$ cat config.mk
export PLATFORM = sky130hd
export DESIGN_NAME = mws_queue
export DESIGN_NICKNAME = d
export VERILOG_FILES = /design/src/sv/mws_pkg.sv /design/src/sv/mws_queue.sv
export SDC_FILE = /design/constraint.sdc
export NUM_CORES = 1
export LEC_CHECK = 0
export BUFFER_PORTS_ARGS = -buffer_cell sky130_fd_sc_hd__clkbuf_2
export CORE_ASPECT_RATIO = 0.6
export CORE_MARGIN = 4
export CORE_UTILIZATION = 48
export CTS_CLUSTER_SIZE = 14
export DETAILED_ROUTE_END_ITERATION = 6
export PLACE_DENSITY = 0.85
export REMOVE_ABC_BUFFERS = 1
export SYNTH_ARGS = -nofsm -noshare
export SYNTH_HDL_FRONTEND = slang
export SYNTH_SLANG_ARGS = --single-unit
$ cat constraint.sdc
create_clock -name clk_i -period 1.4 [get_ports clk_i]
set_input_delay 0.21 -clock clk_i [delete_from_list [all_inputs] [get_ports clk_i]]
set_output_delay 0.21 -clock clk_i [all_outputs]
set_load 0.1 [all_outputs]
$ cat src/sv/mws_pkg.sv
// ----------------------------------------------------------------------------
// mws_pkg
// Shared types and constants for the weighted MDS stress block.
// ----------------------------------------------------------------------------
package mws_pkg;

  localparam int unsigned MAX_DIMS = 4;

  // configuration register indexes
  localparam logic [1:0] CFG_MODE = 2'd0;
  localparam logic [1:0] CFG_DIMS = 2'd1;

  // stress modes (the unused code behaves as raw)
  localparam logic [1:0] MODE_RAW     = 2'd0;
  localparam logic [1:0] MODE_NORM    = 2'd1;
  localparam logic [1:0] MODE_KRUSKAL = 2'd2;
  localparam logic [1:0] MODE_UNUSED  = 2'd3;

  // result status codes
  localparam logic [1:0] ST_OK       = 2'd0;
  localparam logic [1:0] ST_ZERO_DEN = 2'd1;
  localparam logic [1:0] ST_SAT      = 2'd2;

  // pair word passed from front to back
  typedef struct packed {
    logic [33:0] d2;
    logic [15:0] diss;
    logic [15:0] weight;
    logic        last;
  } mws_pair_t;

endpackage

$ cat src/sv/mws_queue.sv
// ----------------------------------------------------------------------------
// mws_queue
// Two-entry queue of pair words between front and back.
// ----------------------------------------------------------------------------
module mws_queue (
  input  logic               clk_i,
  input  logic               rst_ni,
  input  logic               push_i,
  input  mws_pkg::mws_pair_t wdata_i,
  output logic               full_o,
  input  logic               pop_i,
  output logic               valid_o,
  output mws_pkg::mws_pair_t rdata_o
);
  import mws_pkg::*;

  mws_pair_t  mem_q [2];
  logic       wr_q;
  logic       rd_q;
  logic [1:0] cnt_q;

  assign full_o  = (cnt_q == 2'd2);
  assign valid_o = (cnt_q != 2'd0);
  assign rdata_o = mem_q[rd_q];

  always_ff @(posedge clk_i or negedge rst_ni) begin
    if (!rst_ni) begin
      wr_q     <= 1'b0;
      rd_q     <= 1'b0;
      cnt_q    <= '0;
      mem_q[0] <= '0;
      mem_q[1] <= '0;
    end else begin
      if (push_i) begin
        mem_q[wr_q] <= wdata_i;
        wr_q        <= ~wr_q;
      end
      if (pop_i) begin
        rd_q <= ~rd_q;
      end
      cnt_q <= cnt_q + 2'(push_i) - 2'(pop_i);
    end
  end

endmodule

== Yosys cells after proc, flatten, opt, wreduce, memory -nomap -nowiden ==
Index checks and enable logic that the tools add are counted.
Word-level totals
  output and inout port bits: 69
  bits in registers: 138
Operators by class
  bitwise operators: 4
  mux-type cells: 6
  reduce and logical (&&, ||, !) cells: 2
  magnitude comparators: 3
  add/sub/neg operators: 2
  equality and inequality tests: 1
Operators with widths (number)
  67-bit two-way mux: 4
  134-bit bitwise mux: 1
  67-bit demux with 1-bit select: 1
  2-bit >= comparator, second input constant: 2
  1-bit inverter with 2-bit output: 2
  2-bit by 1-bit adder with 2-bit output: 1
  2-bit equality test, second input constant: 1
  2-bit by 1-bit < comparator with 1-bit output, second input constant: 1
  1-bit inverter: 2
  2-bit nonzero test: 1
  2-bit by 1-bit subtractor with 2-bit output: 1
  1-bit logical AND: 1

== Logic depth before layout (Yosys ltp) ==
Gate-level depths: netlist of the first run.
  word-level depth: 6
  depth in mapped cells: 6

== Worst setup path after synthesis of the first run ==
Ideal clock, no wire load.
  path type: register -> output
  start: register cnt_q[0]
  end: output full_o
  required time: 1.190 ns
  arrival: 1.712 ns
  slack: -0.522 ns
  cell stages (with the launch flop): 2
  cells stage by stage: dfrtp_1 -> nor2b_1
Between the ends
  longest elaborated chain between the ends: 1
Ends and longest elaborated chain
  start: declaration: RTL line mws_queue.sv:20  | logic [1:0] cnt_q;
  start signal: assignment: RTL line mws_queue.sv:41  | cnt_q <= cnt_q + 2'(push_i) - 2'(pop_i);
  2-bit equality test: RTL line mws_queue.sv:22  | assign full_o = (cnt_q == 2'd2);
  end: declaration: RTL line mws_queue.sv:10  | output logic full_o,
Every way passes these cells.

==> run summary, run 1 <==
Mux contribution to synthesized area: 0.379
Commonest cells after routing, fill and taps aside: dfrtp_1, mux2_2, buf_12
Max Clk Rate: 0.532 GHz
Gr ovfl total: 0
Main combinational cell family by area after synthesis: multiplexers
Port Buf Inserts: 139
DR pass1 iterations: 4
Worst Max-Slew Pin Slew: 427 ps
Worst Hold Class: input port to register
Register area share after synthesis: 0.579
Final min period: 1880 ps
Crit path kind: register to primary output
Final worst path period share: 1.34
Placer Congestion: 0.739
Max-slew violations: 0
Fin Setup TNS: -29,420 ps
Starting density of the core: 0.493
Syn-to-layout area delta: 52.8%
Fin nets: 609
Routed len/inst: 21.6 µm
Mapped cell area: 5970 µm²
RSZ-0062 raised after global routing: true
Status: complete, but fails checks
Largest net degree at the start of global routing: 44
Reg2reg setup slack: -30 ps
Failing checks: negative setup slack
Count of different cell masters after synthesis: 15
Antenna violation net count after detailed routing: 0
DRC: 0
Worst Setup End Kind: primary output
Compound-Gate Fraction of Synth Area: 0
Synth Area per Inst: 16.0 µm²
Yosys reg bits: 138
CTS clk-pin slew, worst paths: 60 ps
Root buf cell: clkbuf_16
Skew-Pair Late Insertion Delay: 410 ps
# diodes: 0
DIE WIDTH: 152 µm
Final Instance Area: 9120 µm²
Die area: 14,300 µm²
Adder-cell share of the synthesized area: 0.00419
Setup-failing EPs final: 78
CTS Sinks: 138
Via density: 5.19
CTS tree: done
Vert. Die Dim: 94.4 µm
Most common cell after layout, fill and taps aside: dfrtp_1
Number of cell rows: 31
Final Routed Wirelength: 15,400 µm
Ys Warns: 0
Area after DPL: 7950 µm²
CP required: 1190 ps
IO Count: 140
Global-route wire length before repair: 22,600 µm
Post-DP HPWL: 9660 µm
Worst setup margin: -481 ps
Crit-path max FO: 7
Gr usage total: 0.203
Floorplan core area: 12,100 µm²
Setup Skew: 10.2 ps
Worst relative slew slack: 0.716
MaxCap Viol Count: 0
WP data arrival: 1670 ps
Layout Utilization: 0.753
Simple-gate portion of the synthesized area: 0.00419
Number of global-route vias before repair: 4,174
Proportion of layout cells with a drive suffix above 1: 0.667
Via count: 3,706
Mapped Cells: 373
Fill cells: 679
Antenna violations before repair: 0
Deepest clock path buffer count: 2
XOR/XNOR share of the synthesized area: 0.00587
H-Tree Depth: 4
Hold Fails Final Rpt: 0
CP Launch Type: register
DR iter-0 viols: 114
Total CTS buffers: 17
## metal layers
layer  track usage  vias to the layer above  share of wire
met5             0                        -              0
met4        0.0531                        0         0.0071
met3        0.0920                       13          0.083
met1         0.248                     1915           0.43
li1              -                     1663              -
met2         0.332                      115           0.48
## synth_stat cells, drive strengths merged
| cell | number | share of area |
|---|---|---|
| clkbuf | 1 | 0.00063 |
| nand2 | 1 | 0.00063 |
| mux2 | 201 | 0.38 |
| xor2 | 2 | 0.0029 |
| ha | 2 | 0.0042 |
| buf | 21 | 0.026 |
| xnor2 | 2 | 0.0029 |
| inv | 2 | 0.0013 |
| or2 | 1 | 0.0010 |
| nor2b | 2 | 0.0025 |
| dfrtp | 138 | 0.58 |
## critical path: stages, from the launching register on
cell and delay (ps):
dfrtp_2 440, buf_8 160, clkbuf_16 170, mux2_4 320, buf_12 170
## worst paths after layout
kind,endpoint,cells after the start,from
worst max-delay path,rdata_o[42],4,rd_q
worst min-delay path,mem_q[54],2,wdata_i[54]
worst max register to register,mem_q[51],4,wr_q
worst min register to register,mem_q[94],1,mem_q[94]
max in group asynchronous,mem_q[38],3,rst_ni
min in group asynchronous,mem_q[31],2,rst_ni
## final cells by class
| cell class | instances | area [µm²] | area share |
|---|---|---|---|
| repair buffers | 166 | 2220 | 0.244 |
| clock buffers | 19 | 433 | 0.0475 |
| well taps | 165 | 206 | 0.0226 |
| clock inverters | 13 | 145 | 0.0159 |
| flip-flops and latches | 138 | 3460 | 0.379 |
| multi-input cells | 211 | 2640 | 0.290 |
| inverters | 2 | 12.5 | 0.00137 |
## kinds of logic after synthesis
kind of cell             Yosys count
XOR/XNOR                           4
adder cells (fa/ha/maj)            2
buffers and inverters             24
flip-flops                       138
multiplexers                     201
AND/OR/NAND/NOR                    4
## registers in the layout, indices dropped and copies added (netlist names)
signal  count
cnt_q       2
wr_q        1
rd_q        1
mem_q     134
## what timing repair did
action | in CTS | in global routing
gates resized for setup | 23 | 64
pin swaps | 0 | 4
endpoints found under the hold margin | 39 | 0
hold buffers | 1 | 0
setup endpoints to repair | 69 | 137
cloned | 0 | 8
setup buffers | 1 | 6
## metrics by stage
stage	setup slack [ps]	cells	hold WS [ps]
final	-481	714	28.3
after global placement	-26.7	666	155
after detailed placement	-40.4	666	162
after global routing	-524	714	20.4
after CTS	-486	700	15.3
after floorplan	-1310	351	-85.6
Power of run 1 is not shown: default switching activity piles up to over one toggle a cycle in this logic, so the estimate is an artifact.
==> run 2: changes to the inputs <==
Settings changed: ABC_AREA set to 1, CORE_UTILIZATION 48 to 49, PLACE_DENSITY 0.85 to 0.86, TNS_END_PERCENT set to 1.
==> run 2 against run 1 <==
The flow still finishes with violations (negative setup slack). Synthesized area increased by 1.9%. Global-route usage grew 2.4 points. Fmax up 0.69%. Core utilization rose by 1.0 points. Design area up 1.3%. Setup slack improved by 13 ps. Largest cell class unchanged. Non-clock buffer count grew 55.
==> run summary, run 2 <==
Max FFs per register: 134 (unchanged)
Max-slew violations: 0 (unchanged)
CP Launch Type: register
Port Buf Inserts: 139 (unchanged)
Placer Congestion: 0.792 (+7.1%)
Reg2reg setup slack: 200 ps (+230 ps)
Global-route wire length before repair: 25,800 µm (+14%)
Worst Reg-to-Reg Cells: 6 (+2)
Synth Area per Inst: 8.25 µm² (-48%)
# diodes: 0 (unchanged)
Crit path kind: register to primary output
WP data arrival: 1660 ps (about the same)
Number of global-route vias before repair: 5,346 (+28%)
Via count: 5,368 (+45%)
Slowest stage delay, CP: 540 ps (+100 ps)
Post-synth top area share: 0.568 (-0.0108)
MaxCap Viol Count: 0 (unchanged)
Post-synthesis cell type with the largest combined area: dfrtp_1
DIE WIDTH: 152 µm (about the same)
Async set-or-reset flop fraction in the synthesized netlist: 1.00 (unchanged)
Count of different cell masters after synthesis: 15 (unchanged)
Worst reg2reg startpoint: cnt_q[0]
DRC: 0 (unchanged)
Root buf cell: clkbuf_16
Via density: 4.83 (-7.0%)
Largest net degree at the start of global routing: 57 (+30%)
Failing checks: negative setup slack
Antenna violation net count after detailed routing: 0 (unchanged)
CTS Sinks: 138 (unchanged)
Top flop regs: mem_q (134), cnt_q (2)
Hold path startpoint: wdata_i[1]
Setup Skew: 9.06 ps (-1.12 ps)
Hold Fails Final Rpt: 0 (unchanged)
CTS tree: done
Met1 usage: 0.289 (+0.0414)
Number of synthesized flops with an enable pin: 0 (unchanged)
Worst relative slew slack: 0.690 (-0.0256)
Crit-path max FO: 40 (+33)
Final min period: 1870 ps (-12.8 ps)
DR iter-0 viols: 318 (+180%)
Met2 usage: 0.371 (+0.0391)
Dominant synthesized flop cell: dfrtp_1
Final Routed Wirelength: 15,700 µm (+2.0%)
Crit path cell chain: buf_12 > o21ai_1 > buf_4 > buf_12
Top-count cell post-synth: nand2_1
Place WS: -179 ps (-139 ps)
Post-DP HPWL: 10,900 µm (+13%)
Deepest clock path buffer count: 2 (unchanged)
Mapped Cells: 737 (+98%)
Ys Warns: 0 (unchanged)
Antenna violations before repair: 0 (unchanged)
Die area: 14,300 µm² (-0.16%)
Proportion of layout cells with a drive suffix above 1: 0.293 (-0.374)
Mapped cell area: 6080 µm² (+1.9%)
Setup-failing EPs final: 67 (-14%)
Worst Hold Depth: 3 (+1)
Hold Path Sink: mem_q[1]
Met3 Use GR: 0.0723 (-0.0198)
Yosys reg bits: 138 (unchanged)
Setup Fix Bufs, Post-CTS: 0 (-1)
Fin nets: 1,007 (+65%)
Dominant cells by area after synthesis: dfrtp_1, nand2_1, o21ai_1, inv_1, o21ai_0
Most used cell, CP: buf_12
Commonest cells after routing, fill and taps aside: nand2_1, o21ai_1, inv_1
Worst setup margin: -468 ps (+12.8 ps)
H-Tree Depth: 4 (unchanged)
Skew-Pair Late Insertion Delay: 410 ps (about the same)
Biggest register: mem_q
RR Endpoint: cnt_q[1]
Most common cell after layout, fill and taps aside: nand2_1
CP required: 1190 ps (about the same)
CTS clk-pin slew, worst paths: 60 ps (about the same)
Gr usage total: 0.227 (+0.0240)
Max Clk Rate: 0.535 GHz (+0.69%)
Register area share after synthesis: 0.568 (-0.0108)
Total CTS buffers: 17 (unchanged)
Top cells by count, synth: nand2_1, inv_1, dfrtp_1
IO Count: 140 (unchanged)
Gr ovfl total: 0 (unchanged)
Worst Max-Slew Pin Slew: 465 ps (+38.5 ps)
Worst Setup End Kind: primary output
Global route hottest layer: met2
Number of cell rows: 31 (unchanged)
Final worst path period share: 1.33 (-0.00917)
Routed len/inst: 14.1 µm (-35%)
DR pass1 iterations: 5 (+1)
Status: complete, but fails checks
RSZ-0062 raised after global routing: true
Floorplan core area: 12,100 µm² (unchanged)
Vert. Die Dim: 94.3 µm (about the same)
Worst path slowest cell: dfrtp_4
Worst Hold Class: input port to register
Syn-to-layout area delta: 52.0%
Starting density of the core: 0.502 (+0.00941)
-- run 2: critical path, delay by kind of cell, from the launching register on --
family	cells	cell delay [ps]
buffers and inverters	3	520
AO/OA/AOI/OAI	1	190
flip-flops	1	540
-- run 2: layer usage --
metal | routed length, µm | share of wire | vias up
met2 | 7640 | 0.49 | 164
met4 | 235 | 0.015 | 0
li1 | - | - | 2675
met1 | 6590 | 0.42 | 2510
met3 | 1230 | 0.078 | 19
met5 | 0 | 0 | -
-- run 2: cell type report --
type / instances / area [µm²]
clock buffer: 21 / 450
clock inverter: 11 / 170
fill: 807 / 2860
inverter: 140 / 526
multi-input combinational: 416 / 1940
sequential: 138 / 3460
tap: 165 / 206
timing repair buffer: 221 / 2490
-- run 2: cell families (layout without fill, tap and decap cells) --
logic type / Yosys count / count (layout) / synth area share
AO/OA/AOI/OAI: 201 / 201 / 0.165
flip-flops: 138 / 138 / 0.568
AND/OR/NAND/NOR: 211 / 211 / 0.131
adder cells (fa/ha/maj): 2 / 2 / 0.00412
buffers and inverters: 183 / 393 / 0.128
XOR/XNOR: 2 / 2 / 0.00288
-- run 2: worst max path at each step --
stage,slack [ps],depth (start not counted),startpoint,end
after floorplan,-2710,1,rd_q,rdata_o[0]
after global placement,-180,4,rd_q,rdata_o[7]
after CTS,-480,4,rd_q,rdata_o[61]
final,-470,4,rd_q,rdata_o[25]
after global routing,-540,5,rd_q,rdata_o[25]
after detailed placement,-180,4,rd_q,rdata_o[61]
-- run 2: timing repair --
| item | in CTS | in global routing |
|---|---|---|
| setup endpoints to repair | 68 | 69 |
| hold endpoints to repair | 138 | 0 |
| hold buffers | 1 | 0 |
| gates resized for setup | 68 | 17 |
| pin swaps | 2 | 4 |
-- run 2: metrics by stage --
step	instances	area (µm²)	hold WS (ps)	utilization	TNS [ps]
finish	1112	9240	34.8	0.764	-27910
global route	1112	9240	35.5	0.764	-32140
floorplan	694	5830	-85.6	-	-249060
detailed placement	1079	8530	20.7	0.705	-2640
global placement	1079	8530	20.0	0.705	-2050
CTS	1112	9210	24.4	0.761	-29060
Power of run 2 is left out for the same reason.
==> run 3: changes to the inputs <==
Settings changed: ABC_AREA 1 to 0, CORE_UTILIZATION 49 to 48, PLACE_DENSITY 0.86 to 0.85.
==> run 3 against run 2 <==
The run still ends with negative setup slack left. Design area down 3.9%. Register-to-register slack got worse by 190 ps. Non-clock buffer count is 64 lower. Clock-buffer cell count fell by 2. Core utilization is 3.0 points lower. Global-route usage is 2.4 points lower. Wire length decreased by 7.8%. Largest cell class unchanged.
==> run summary, run 3 (synthesis gave the netlist of run 1 again) <==
Number of cell rows: 31 (unchanged)
Proportion of layout cells with a drive suffix above 1: 0.646 (+0.354)
Via density: 5.17 (+7.2%)
Die area: 14,300 µm² (+0.16%)
Layout Utilization: 0.734 (-0.0299)
Syn-to-layout area delta: 48.8%
Starting density of the core: 0.493 (-0.00941)
Worst setup startpoint: rd_q
Worst setup margin: -475 ps (-6.99 ps)
Worst Setup End Kind: primary output
Fin Setup TNS: -28,910 ps (-998 ps)
Global-route wire length before repair: 22,600 µm (-13%)
DR pass1 iterations: 4 (-1)
Crit-path max FO: 7 (-83%)
Place WS: -40.4 ps (+139 ps)
Top flop regs: mem_q (134), cnt_q (2)
Most common cell after layout, fill and taps aside: dfrtp_1
Gr usage total: 0.203 (-0.0241)
CP Launch Type: register
DRC: 0 (unchanged)
Placer Congestion: 0.739 (-6.6%)
DR iter-0 viols: 120 (-62%)
Root buf cell: clkbuf_16
Status: complete, but fails checks
Hold Fails Final Rpt: 0 (unchanged)
CTS clk-pin slew, worst paths: 60 ps (about the same)
RSZ-0062 raised after global routing: true
Total CTS buffers: 17 (unchanged)
WP data arrival: 1670 ps (about the same)
Deepest clock path buffer count: 2 (unchanged)
CP required: 1190 ps (about the same)
Post-DP HPWL: 9660 µm (-12%)
Failing checks: negative setup slack
Fin nets: 600 (-40%)
Floorplan core area: 12,100 µm² (unchanged)
Antenna violations before repair: 0 (unchanged)
Worst relative slew slack: 0.711 (+0.0212)
Antenna violation net count after detailed routing: 0 (unchanged)
Routed len/inst: 20.5 µm (+45%)
Gr ovfl total: 0 (unchanged)
Port Buf Inserts: 139 (unchanged)
Setup-failing EPs final: 68 (+1.5%)
Worst Max-Slew Pin Slew: 433 ps (-31.9 ps)
Commonest cells after routing, fill and taps aside: dfrtp_1, mux2_2, buf_12
Biggest register: mem_q
Setup Skew: 5.93 ps (-3.13 ps)
Number of global-route vias before repair: 4,175 (-22%)
IO Count: 140 (unchanged)
Max-slew violations: 0 (unchanged)
CTS Sinks: 138 (unchanged)
Skew-Pair Late Insertion Delay: 410 ps (about the same)
CTS tree: done
Final Routed Wirelength: 14,500 µm (-7.8%)
Worst reg2reg startpoint: wr_q
# diodes: 0 (unchanged)
DIE WIDTH: 152 µm (about the same)
Via count: 3,648 (-32%)
H-Tree Depth: 4 (unchanged)
Final min period: 1880 ps (+6.99 ps)
Crit path kind: register to primary output
Vert. Die Dim: 94.4 µm (about the same)
Worst Hold Class: input port to register
Largest net degree at the start of global routing: 44 (-23%)
Final worst path period share: 1.34 (+0.00499)
Max FFs per register: 134 (unchanged)
Max Clk Rate: 0.533 GHz (-0.37%)
Hold path startpoint: wdata_i[65]
MaxCap Viol Count: 0 (unchanged)
[run 3: cell count changes in the layout (fill, tap and decap cells not counted), moves of 44 or more]
cell	previous run	this run
buf_4	70	2
inv_1	138	2
mux2_1	0	44
mux2_2	0	101
mux2_4	0	56
nand2_1	203	0
o21ai_1	163	0
[run 3: final timing paths]
path	end	slack, ps	depth (start not counted)
setup / recovery	rdata_o[6]	-480	4
hold / removal	mem_q[65]	30	2
setup reg to reg	mem_q[124]	10	3
hold reg to reg	mem_q[122]	490	1
max in group asynchronous	mem_q[107]	530	3
min in group asynchronous	mem_q[31]	300	2
[run 3: metrics by stage]
| step | hold slack [ps] | area, µm² | std cells |
|---|---|---|---|
| 6_report | 27.0 | 8880 | 705 |
| 5_1_grt | 23.1 | 8880 | 705 |
| 4_1_cts | 15.3 | 8610 | 699 |
| 3_5_place_dp | 162 | 7950 | 666 |
| 3_3_place_gp | 155 | 7950 | 666 |
| 2_1_floorplan | -85.6 | 5810 | 351 |
[run 3: layer usage]
metal / vias to the layer above / track usage / routed length (µm)
met2: 116 / 0.331 / 6980
met1: 1869 / 0.249 / 6130
li1: 1650 / - / -
met5: - / 0 / 0
met3: 13 / 0.0920 / 1250
met4: 0 / 0.0531 / 107
[run 3: critical path: stages (launching register included)]
cell and delay [ps]:
dfrtp_2 440, buf_8 160, clkbuf_16 170, mux2_4 320
buf_12 170
[run 3: area by class of cell]
type / count / area [µm²]
Sequential cell: 138 / 3460
Clock buffer: 19 / 433
Timing Repair Buffer: 157 / 2060
Fill cell: 720 / 3220
Tap cell: 165 / 206
Clock inverter: 13 / 145
Multi-Input combinational cell: 211 / 2570
Inverter: 2 / 7.51
[run 3: timing repair]
item                                   CTS  global route
resized for setup                       22            44
hold buffers                             1             0
setup buffers                            0             2
gates cloned                             0             4
endpoints found under the hold margin   39             0
setup endpoints to repair               69           136
Power of run 3 is left out for the same reason.
