===== src/sv/mws_pkg.sv =====
// ----------------------------------------------------------------------------
// mws_pkg
// Shared types and constants for the weighted MDS stress block.
// ----------------------------------------------------------------------------
package mws_pkg;

  localparam int unsigned MAX_DIMS = 4;

  // configuration register indexes
  localparam logic [1:0] CFG_MODE = 2'd0;
  localparam logic [1:0] CFG_DIMS = 2'd1;

  // stress modes (the unused code behaves as raw)
  localparam logic [1:0] MODE_RAW     = 2'd0;
  localparam logic [1:0] MODE_NORM    = 2'd1;
  localparam logic [1:0] MODE_KRUSKAL = 2'd2;
  localparam logic [1:0] MODE_UNUSED  = 2'd3;

  // result status codes
  localparam logic [1:0] ST_OK       = 2'd0;
  localparam logic [1:0] ST_ZERO_DEN = 2'd1;
  localparam logic [1:0] ST_SAT      = 2'd2;

  // pair word passed from front to back
  typedef struct packed {
    logic [33:0] d2;
    logic [15:0] diss;
    logic [15:0] weight;
    logic        last;
  } mws_pair_t;

endpackage


===== src/sv/mws_front.sv =====
// ----------------------------------------------------------------------------
// mws_front
// Accepts a pair word and forms the squared distance, one dimension a cycle.
// ----------------------------------------------------------------------------
module mws_front (
  input  logic                    clk_i,
  input  logic                    rst_ni,
  input  logic [2:0]              dims_i,
  input  logic                    in_valid_i,
  output logic                    in_stall_o,
  input  logic signed [15:0]      point_a_0_i,
  input  logic signed [15:0]      point_a_1_i,
  input  logic signed [15:0]      point_a_2_i,
  input  logic signed [15:0]      point_a_3_i,
  input  logic signed [15:0]      point_b_0_i,
  input  logic signed [15:0]      point_b_1_i,
  input  logic signed [15:0]      point_b_2_i,
  input  logic signed [15:0]      point_b_3_i,
  input  logic [15:0]             dissimilarity_i,
  input  logic [15:0]             weight_i,
  input  logic                    last_pair_i,
  output logic                    push_o,
  output mws_pkg::mws_pair_t      pair_o,
  input  logic                    full_i
);
  import mws_pkg::*;

  typedef enum logic [1:0] {F_IDLE, F_SUM, F_PUSH} fstate_e;

  fstate_e            state_q;
  logic signed [15:0] a_q [MAX_DIMS];
  logic signed [15:0] b_q [MAX_DIMS];
  logic [1:0]         step_q;
  logic [33:0]        d2_q;
  logic [15:0]        diss_q;
  logic [15:0]        w_q;
  logic               last_q;
  logic [2:0]         eff_dims;
  logic signed [16:0] diff;
  logic [16:0]        mag;
  logic [33:0]        sq;

  assign eff_dims = (dims_i > 3'(MAX_DIMS)) ? 3'(MAX_DIMS) : dims_i;

  // current dimension sits at lane 0
  assign diff = 17'(a_q[0]) - 17'(b_q[0]);
  assign mag  = diff[16] ? 17'(-diff) : 17'(diff);
  assign sq   = mag * mag;

  assign in_stall_o = (state_q != F_IDLE);
  assign push_o     = (state_q == F_PUSH) && !full_i;
  assign pair_o     = '{d2: d2_q, diss: diss_q, weight: w_q, last: last_q};

  always_ff @(posedge clk_i or negedge rst_ni) begin
    if (!rst_ni) begin
      state_q <= F_IDLE;
      step_q  <= '0;
      d2_q    <= '0;
      diss_q  <= '0;
      w_q     <= '0;
      last_q  <= 1'b0;
      for (int i = 0; i < MAX_DIMS; i++) begin
        a_q[i] <= '0;
        b_q[i] <= '0;
      end
    end else begin
      case (state_q)
        F_IDLE: begin
          if (in_valid_i) begin
            a_q[0] <= point_a_0_i;
            a_q[1] <= point_a_1_i;
            a_q[2] <= point_a_2_i;
            a_q[3] <= point_a_3_i;
            b_q[0] <= point_b_0_i;
            b_q[1] <= point_b_1_i;
            b_q[2] <= point_b_2_i;
            b_q[3] <= point_b_3_i;
            diss_q  <= dissimilarity_i;
            w_q     <= weight_i;
            last_q  <= last_pair_i;
            d2_q    <= '0;
            step_q  <= '0;
            state_q <= F_SUM;
          end
        end
        F_SUM: begin
          if ({1'b0, step_q} < eff_dims) begin
            d2_q <= d2_q + sq;
          end
          // shift next dimension into lane 0
          for (int i = 0; i < MAX_DIMS - 1; i++) begin
            a_q[i] <= a_q[i+1];
            b_q[i] <= b_q[i+1];
          end
          step_q <= step_q + 2'd1;
          if (step_q == 2'(MAX_DIMS - 1)) begin
            state_q <= F_PUSH;
          end
        end
        F_PUSH: begin
          if (!full_i) begin
            state_q <= F_IDLE;
          end
        end
        default: state_q <= F_IDLE;
      endcase
    end
  end

endmodule


===== config.mk =====
export PLATFORM = sky130hd
export DESIGN_NAME = mws_front
export DESIGN_NICKNAME = d
export VERILOG_FILES = /design/src/sv/mws_pkg.sv /design/src/sv/mws_front.sv
export SDC_FILE = /design/constraint.sdc
export NUM_CORES = 1
export LEC_CHECK = 0
export BUFFER_PORTS_ARGS = -buffer_cell sky130_fd_sc_hd__buf_2
export CAP_MARGIN = 0
export CORE_ASPECT_RATIO = 1.75
export CORE_UTILIZATION = 40
export DETAILED_ROUTE_END_ITERATION = 8
export SLEW_MARGIN = 30
export SYNTH_ARGS = -nofsm -noshare
export SYNTH_HDL_FRONTEND = slang
export SYNTH_SLANG_ARGS = --single-unit

===== constraint.sdc =====
create_clock -name clk_i -period 12.1 [get_ports clk_i]
set_input_delay 2.42 -clock clk_i [delete_from_list [all_inputs] [get_ports clk_i]]
set_output_delay 2.42 -clock clk_i [all_outputs]
set_load 0.01 [all_outputs]

== Yosys cells after proc, flatten, opt, wreduce, memory -nomap -nowiden ==
Cells that the tools add are included.

* Flip-flop bits (word level): 199
* Output and inout port bits: 69

* Add/subtract/negate cells: 4
* $mul: 1
* $lt $le $gt $ge: 2
* Eq/ne operators: 7
* Multiplexer cells: 15
* Reduce and logical (&&, ||, !) cells: 9

{| class="wikitable"
|+ Operators with widths
! operator !! number
|-
| 48-bit one-hot mux with 2 select lines || 2
|-
| 64-bit 2-to-1 mux || 2
|-
| 34-bit 2-to-1 mux || 2
|-
| 34-bit one-hot mux with 2 select lines || 1
|-
| 34-bit adder || 1
|-
| 17-bit by 17-bit multiplier with 34-bit output || 1
|-
| 17-bit 2-to-1 mux || 1
|-
| 17-bit negator || 1
|-
| 16-bit by 16-bit subtractor with 17-bit output || 1
|-
| 2-bit 2-to-1 mux || 4
|-
| 2-bit != test (second input constant) || 4
|-
| 2-bit one-hot mux with 3 select lines || 1
|-
| 3-bit AND reduction || 2
|-
| 2-bit equality test (second input constant) || 2
|-
| 2-bit one-hot mux with 2 select lines || 1
|-
| 2-bit AND reduction || 2
|-
| 2-bit nonzero test || 2
|-
| 3-bit > comparator (second input constant) || 1
|-
| 2-bit by 3-bit < comparator with 1-bit output || 1
|-
| 3-bit 2-to-1 mux || 1
|-
| 2-bit by 1-bit adder with 2-bit output (second input constant) || 1
|-
| 2-bit by 1-bit equality test with 1-bit output (second input constant) || 1
|-
| 2-bit zero test || 1
|-
| 1-bit logical AND || 1
|-
| 1-bit zero test || 1
|}

== Longest topological paths before layout ==
Gate-level depths: netlist (run 1).

* Word-level depth: 7
* Depth in mapped cells: 36
* Mapped depth without buffers: 34

== Worst setup path after synthesis (run 1) ==
OpenSTA, ideal clock, no wires.

* Path type: flip-flop to flip-flop
* Start: reg b_q[48] (netlist name)
* End: reg d2_q[25]
* Library setup time: 0.064 ns
* Arrival time: 8.080 ns
* Slack: 3.956 ns
* Stages on the path, launching flop included: 35
* Path buffers: 2
* Clock period less this slack: 8.144 ns
* Path through: dfrtp_1 -> ha_1 -> fa_1 -> nand2b_1 -> a21oi_1 -> xor2_1 -> nor3_1 -> nor4bb_1 -> a21oi_1 -> xnor2_1 -> inv_1 -> clkbuf_1 -> nand2_1 -> inv_1 -> fa_1 -> inv_1 -> fa_1 -> fa_1 -> inv_1 -> fa_1 -> fa_1 -> inv_1 -> fa_1 -> inv_1 -> ha_1 -> clkbuf_1 -> nand2_1 -> nor2_1 -> o2111ai_1 -> o21ai_0 -> a31oi_1 -> o21ai_0 -> a21oi_1 -> nor4b_1 -> a211o_1

* Longest elaborated chain between the ends: 7

{| class="wikitable"
|+ RTL lines
! item !! RTL line !! RTL
|-
| start: declaration || mws_front.sv:32 || <nowiki>logic signed [15:0] b_q [MAX_DIMS];</nowiki>
|-
| start signal: indexed assignment || mws_front.sv:93 || <nowiki>b_q[i] <= b_q[i+1];</nowiki>
|-
| 16-bit by 16-bit subtractor with 17-bit output (*) || mws_front.sv:46 || <nowiki>assign diff = 17'(a_q[0]) - 17'(b_q[0]);</nowiki>
|-
| 17-bit negator || mws_front.sv:47 || <nowiki>assign mag = diff[16] ? 17'(-diff) : 17'(diff);</nowiki>
|-
| 17-bit 2-to-1 mux (*) || mws_front.sv:47 ||
|-
| 17-bit by 17-bit multiplier with 34-bit output (*) || mws_front.sv:48 || <nowiki>assign sq = mag * mag;</nowiki>
|-
| 34-bit adder (*) || mws_front.sv:88 || <nowiki>d2_q <= d2_q + sq;</nowiki>
|-
| 34-bit 2-to-1 mux (*) || mws_front.sv:87 || <nowiki>if ({1'b0, step_q} < eff_dims) begin</nowiki>
|-
| 34-bit one-hot mux with 2 select lines (*) || mws_front.sv:67 || <nowiki>case (state_q)</nowiki>
|-
| end signal: assignment || mws_front.sv:88 ||
|-
| end: declaration || mws_front.sv:34 || <nowiki>logic [33:0] d2_q;</nowiki>
|}

Mark *: on every way between the ends. The rest lies on a longest branch, timed or not. The select of a mux whose other input is x is not followed.
A chain may end at the register's enable or synchronous reset.

== Worst setup path after layout (run 1) ==
* Start: reg a_q[48] (netlist name)
* End: reg d2_q[32]

* Longest elaborated chain between the ends: 7

{| class="wikitable"
|+ RTL lines
! item !! RTL line !! RTL
|-
| start: declaration || mws_front.sv:31 || <nowiki>logic signed [15:0] a_q [MAX_DIMS];</nowiki>
|-
| start signal: indexed assignment || mws_front.sv:92 || <nowiki>a_q[i] <= a_q[i+1];</nowiki>
|-
| 16-bit by 16-bit subtractor with 17-bit output (*) || mws_front.sv:46 ||
|-
| 17-bit negator || mws_front.sv:47 ||
|-
| 17-bit 2-to-1 mux (*) || mws_front.sv:47 ||
|-
| 17-bit by 17-bit multiplier with 34-bit output (*) || mws_front.sv:48 ||
|-
| 34-bit adder (*) || mws_front.sv:88 ||
|-
| 34-bit 2-to-1 mux (*) || mws_front.sv:87 ||
|-
| 34-bit one-hot mux with 2 select lines (*) || mws_front.sv:67 ||
|}

Marked as above.

==> impl_metrics.yaml, run 1 <==
outcome:
  outcome: "finished, final reports clean"
logic_synthesis:
  synth_enable_flop_cells: 0
  synth_flop_cell: "dfrtp_1"
  yosysTopAreaCellShare_pct: 27.03
  yosysUniqueCellTypes: 74
  ys_ff_latch: 199
  synthMostInstantiatedCell: "nand2_1"
  avgSynthCellArea_um2: 8.900
  yosys_warnings: 0
  synth.area.top_cells: "dfrtp_1 27%, fa_1 24%, nand2_1 9.6%, ha_1 8.6%, inv_1 7.8%"
  synth_area_um2: 18420
  async_flop_share_pct: 100.0
  postSynthCellCount: 2070
  synth_commonest_cells: "469 x nand2_1, 384 x inv_1, 223 x fa_1"
  ys_seq_area_share_pct: 27.03
  yosys.area.top_type: "dfrtp_1"
setup_path:
  cp-startpoint: "a_q[48]"
  cpLargestDelayFamily: "adder cells"
  critPathMaxStageDelay_ns: 0.64
  crit_top_cell: "fa_1"
  slowest_stage: "nor4bb_1"
  r2r_start: "a_q[48]"
  ff2ff_path_depth: 31
  cp-end-kind: "flop"
  cp.depth: 31
  cp.arrival_ns: 10.29
  worstSetupPathType: "flop to flop"
  crit_buf_inv: 5
  crit_fanout: 13
  cp.required_ns: 12.41
  start_kind: "flop"
sta:
  fin_crit_ns: 9.973
  rsz0062_at_grt: "no"
  fin_crit_sh_pct: 82.42
  final-hold-violation-count: 0
  timing.slew.headroom_pct: 36.42
  setup_violations: 0
  slew_violations: 0
  fin_worst_skew_ns: 0.01687
  worst_slew_pin_slew_ns: 0.9437
  setup_tns_ns: 0
  fmax_mhz: 100.3
route:
  firstDrtPassIters: 5
  vias: 14440
  vias_per_cell: 5.060
  wl_per_cell_um: 18.35
  wirelength_mm: 52.36
  first_iter_violations: 664
  remaining_drc_errors: 0
  ant_nets: 0
finish:
  syn_to_final_growth_pct: 12.64
  nNetsFinal: 2782
  nFillCells: 4479
  antenna_cells: 0
  drive_gt1_share_pct: 14.02
clock_tree:
  post_cts_resized: 0
  cts-htree-levels: 4
  clock-root-buffer: "clkbuf_16"
  clock_path_buffers: 2
  worst_skew_pair.late_latency_ns: 0.47
  hold_buffers: 0
  path_clk_slew_ns: 0.08
  cts_sinks: 199
  numCtsBuffers: 17
  cts_tree: "done"
  post_cts_buffers: 0
worst_hold_path:
  hold_start: "w_q[6]"
  whs_path_depth: 2
  min_path_type: "flop to flop"
global_routing:
  track_usage_pct: 23.58
  grt-ovfl-total: 0
  grt_pass1_wl_mm: 83.55
  grt_pass1_vias: 15780
  grt_max_degree: 150
  antenna_found_initial: 0
job:
  cap_violations: 0
place:
  gp_congestion: 0.9434
  portBuffers: 236
  hpwl_mm: 42.18
floorplanning:
  rows: 103
  dieWidth_um: 164.2
  dieArea_um2: 46960
  die_h_um: 285.9
  core_um2: 45230
  io_pins: 237
  initial_core_util_pct: 40.73
-- flip-flops by register name, indices dropped and copies added (netlist names) --
name,flops
b_q,64
step_q,2
w_q,16
d2_q,34
state_q,2
last_q,1
diss_q,16
a_q,64
-- cells in the final DEF, fill, tap and decap left out, types with 12 or more instances in the layout --
cell type,Yosys,final
buf_2,8,235
clkbuf_16,0,17
nor2_1,89,88
a21o_1,18,18
a22oi_1,79,79
buf_4,1,16
xor2_1,24,24
xnor2_1,37,35
nand2_1,469,468
fa_1,223,223
o21ai_0,57,56
a21oi_1,36,36
inv_1,384,384
dfrtp_1,199,199
nor3_1,26,26
nand2b_1,12,12
ha_1,126,126
a221o_1,19,19
nand3_1,42,42
-- path summary, 6_finish.rpt --
check / slack, ns / to
max: 2.13 / d2_q[32]
min: 0.47 / w_q[6]
max reg2reg: 2.13 / d2_q[32]
min reg2reg: 0.47 / w_q[6]
max in group asynchronous: 8.07 / a_q[21]
min in group asynchronous: 1.98 / d2_q[23]
-- worst register-to-register path, delay by kind of cell, from the launching register on --
| family | cells | cell delay, ns |
|---|---|---|
| adder cells (fa/ha/maj) | 9 | 3.91 |
| AND/OR/NAND/NOR | 8 | 2.20 |
| AO/OA/AOI/OAI | 6 | 1.73 |
| XOR/XNOR | 3 | 1.10 |
| buffers and inverters | 5 | 0.53 |
| flip-flops | 1 | 0.34 |
-- area by class of cell --
type                            instances  area, µm²  area share, %
Timing Repair Buffer                  253       1331          6.415
Inverter                              395       1483          7.145
Multi-Input combinational cell       1399      11700          56.39
Clock buffer                           20      446.7          2.152
Clock inverter                         10      87.58         0.4220
Sequential cell                       199       4980          24.00
Tap cell                              577      721.9          3.479
-- cells by family (layout without fill, tap and decap cells) --
kind of cell               count (synthesis)  after routing  synth area share [%]
adders and majority gates                349            349                 32.79
muxes                                      2              2                0.1087
DFF                                      199            199                 27.03
xor gates and xnor gates                  66             66                 3.375
other                                      2             11               0.04076
AOI/OAI and AO/OA                        282            282                 11.03
and+or+nand+nor                          689            689                 15.71
buffers and inverters                    481            678                 9.915
-- routing by layer --
layer / routed length, µm / part of all wire [%] / vias to the layer above / GRT usage, %
met5: 0 / 0 / - / 0
met4: 2813 / 5.4 / 0 / 12.71
met3: 1981 / 3.8 / 115 / 3.610
met2: 29300 / 56 / 355 / 45.30
met1: 18260 / 35 / 7116 / 23.69
li1: - / - / 6849 / -
-- metrics by stage --
step	area, µm²	hold WS (ns)	std cells	worst slack (ns)	util (%)
final	20750	0.4741	2853	2.127	45.88
after global routing	20750	0.4997	2853	1.569	45.88
after CTS	20750	0.4773	2853	2.091	45.88
after detailed placement	20220	0.4574	2823	2.076	44.70
after global placement	20210	0.4547	2823	1.424	44.68
after floorplan	18460	0.4465	2079	3.956	-
Power of run 1 is not shown: default switching activity piles up to over one toggle a cycle in this logic, so the estimate is an artifact.
==> inputs of run 2 (changes only) <==
--- a/config.mk
+++ b/config.mk
@@ -5,6 +5,7 @@
 export SDC_FILE = /design/constraint.sdc
 export NUM_CORES = 1
 export LEC_CHECK = 0
+export ABC_AREA = 1
 export BUFFER_PORTS_ARGS = -buffer_cell sky130_fd_sc_hd__buf_2
 export CAP_MARGIN = 0
 export CORE_ASPECT_RATIO = 1.75
==> constraint.sdc (replaced) <==
create_clock -name clk_i -period 8.3 [get_ports clk_i]
set_input_delay 1.66 -clock clk_i [delete_from_list [all_inputs] [get_ports clk_i]]
set_output_delay 1.66 -clock clk_i [all_outputs]
set_load 0.01 [all_outputs]
==> run 2 against run 1 <==
  * Critical path depth up 5
  * Cell area rose by 4.2%
  * The run now ends with DRC left
  * Via count increased by 8.7%
  * Non-clock buffer count increased by 29
==> impl_metrics.yaml, run 2 <==
clock_tree:
  path_clk_slew_ns: 0.09
  cts-htree-levels: 4
  clock_path_buffers: 2
  clock-root-buffer: "clkbuf_16"
  cts_tree: "done"
  numCtsBuffers: 17
  hold_buffers: 0
  cts_sinks: 199
  worst_skew_pair.late_latency_ns: 0.47
logic_synthesis:
  synth_enable_flop_cells: 0
  ys_ff_latch: 199
  synth_commonest_cells: "655 x nand2_1, 476 x inv_1, 223 x fa_1"
  synthMostInstantiatedCell: "nand2_1"
  async_flop_share_pct: 100.0
  synth.area.top_cells: "dfrtp_1 26%, fa_1 24%, nand2_1 13%, inv_1 9.5%, ha_1 8.4%"
  yosysUniqueCellTypes: 53
  yosys.area.top_type: "dfrtp_1"
  synth_area_um2: 18810
  yosysTopAreaCellShare_pct: 26.47
  avgSynthCellArea_um2: 8.095
  postSynthCellCount: 2324
  synth_flop_cell: "dfrtp_1"
  yosys_warnings: 0
  ys_seq_area_share_pct: 26.47
setup_path:
  rrSetupSlack_ns: 0.36
  worstSetupPathType: "flop to flop"
  cp.required_ns: 8.67
  r2r_end: "d2_q[28]"
  crit_fanout: 6
  cp-end-kind: "flop"
  cp-startpoint: "b_q[48]"
  ff2ff_path_depth: 36
  crit_top_cell: "fa_1"
  start_kind: "flop"
  slowest_stage: "fa_1"
  r2r_start: "b_q[48]"
  cp.arrival_ns: 8.31
  critPathMaxStageDelay_ns: 0.54
finish:
  final_cell_mix: "651 x nand2_1, 474 x inv_1, 235 x buf_2, 223 x fa_1, 199 x dfrtp_1"
  syn_to_final_growth_pct: 14.95
  drive_gt1_share_pct: 16.67
  nNetsFinal: 3084
  fin_util_pct: 46.81
  antenna_cells: 0
  reg.largest.list: "a_q (64), b_q (64), d2_q (34)"
  nFillCells: 4533
  mostFrequentLayoutCell: "nand2_1"
route:
  remaining_drc_errors: 5
  wirelength_mm: 57.92
  vias: 15680
  wl_per_cell_um: 18.31
  vias_per_cell: 4.959
  ant_nets: 0
  first_iter_violations: 761
  firstDrtPassIters: 8
global_routing:
  antenna_found_initial: 3
  grt_pass1_vias: 16870
  grt-ovfl-total: 0
  grt_max_degree: 88
  grt_pass1_wl_mm: 90.71
  track_usage_pct: 24.91
place:
  portBuffers: 236
  gp_congestion: 1.070
  hpwl_mm: 48.28
  dp_slack_ns: -0.3511
sta:
  rsz0062_at_grt: "yes"
  slew_violations: 0
  worst_slew_pin_slew_ns: 0.8948
  whs_ns: 0.4838
  final-hold-violation-count: 0
  fin_crit_sh_pct: 95.65
  fmax_mhz: 126.0
  fin_worst_skew_ns: 0.01708
  timing.slew.headroom_pct: 40.28
  fin_crit_ns: 7.939
  setup_tns_ns: 0
  setup_violations: 0
  setup_slack_ns: 0.3612
floorplanning:
  core_um2: 46190
  dieWidth_um: 165.9
  rows: 104
  initial_core_util_pct: 40.72
  dieArea_um2: 47930
  die_h_um: 288.9
  io_pins: 237
outcome:
  violations: "DRC"
  outcome: "finished with violations"
worst_hold_path:
  hold_start: "diss_q[4]"
  whs_path_depth: 2
  min_path_type: "flop to flop"
  hold-path-endpoint: "diss_q[4]"
job:
  cap_violations: 0
## run 2: cells by family after synthesis
group,after synthesis,share of synthesized area [%]
XOR/XNOR,20,1.191
buffers and inverters,569,11.69
AND/OR/NAND/NOR,937,20.42
flip-flops,199,26.47
AO/OA/AOI/OAI,248,8.075
other,2,0.03992
adder cells (fa/ha/maj),349,32.11
## run 2: final cells by class
class / instances / area [µm²] / area share (%)
Tap cell: 583 / 729.5 / 3.373
Timing Repair Buffer: 282 / 1539 / 7.117
Sequential cell: 199 / 4980 / 23.03
Clock buffer: 18 / 439.2 / 2.031
Clock inverter: 14 / 195.2 / 0.9026
Inverter: 502 / 1894 / 8.760
Multi-Input combinational cell: 1565 / 11850 / 54.79
## run 2: through the flow
stage / instance area (µm²) / std cells
floorplan: 18850 / 2333
global placement: 20810 / 3130
detailed placement: 20810 / 3130
CTS: 21490 / 3162
global route: 21620 / 3163
finish: 21620 / 3163
## run 2: repair_timing
item	4_1_cts	5_1_grt
pin swaps	0	9
resized for setup	11	39
endpoints found under the setup margin	5	12
buffers inserted	0	1
gates cloned	0	0
## run 2: worst max-delay path: cells and delay by family (launching register included)
| kind | cells | cell delay, ns |
|---|---|---|
| AO/OA/AOI/OAI | 5 | 0.65 |
| adder cells (fa/ha/maj) | 10 | 4.34 |
| buffers and inverters | 6 | 0.49 |
| flip-flops | 1 | 0.42 |
| AND/OR/NAND/NOR | 15 | 1.93 |
## run 2: per-layer routing
| metal | vias up | GRT usage, % | share of wire (%) |
|---|---|---|---|
| met3 | 137 | 4.016 | 4.6 |
| li1 | 7537 | - | - |
| met4 | 6 | 16.66 | 7.0 |
| met2 | 485 | 48.33 | 54 |
| met5 | - | 0 | 0.059 |
| met1 | 7519 | 24.15 | 34 |
## run 2: worst max-delay path by stage
stage	slack [ns]	endpoint	cells past startpoint
global placement	-0.20	d2_q[24]	32
floorplan	1.20	d2_q[32]	32
finish	0.36	d2_q[28]	36
CTS	0.04	d2_q[28]	38
global route	-0.02	d2_q[32]	36
detailed placement	-0.35	d2_q[24]	31
Power of run 2 is left out for the same reason.
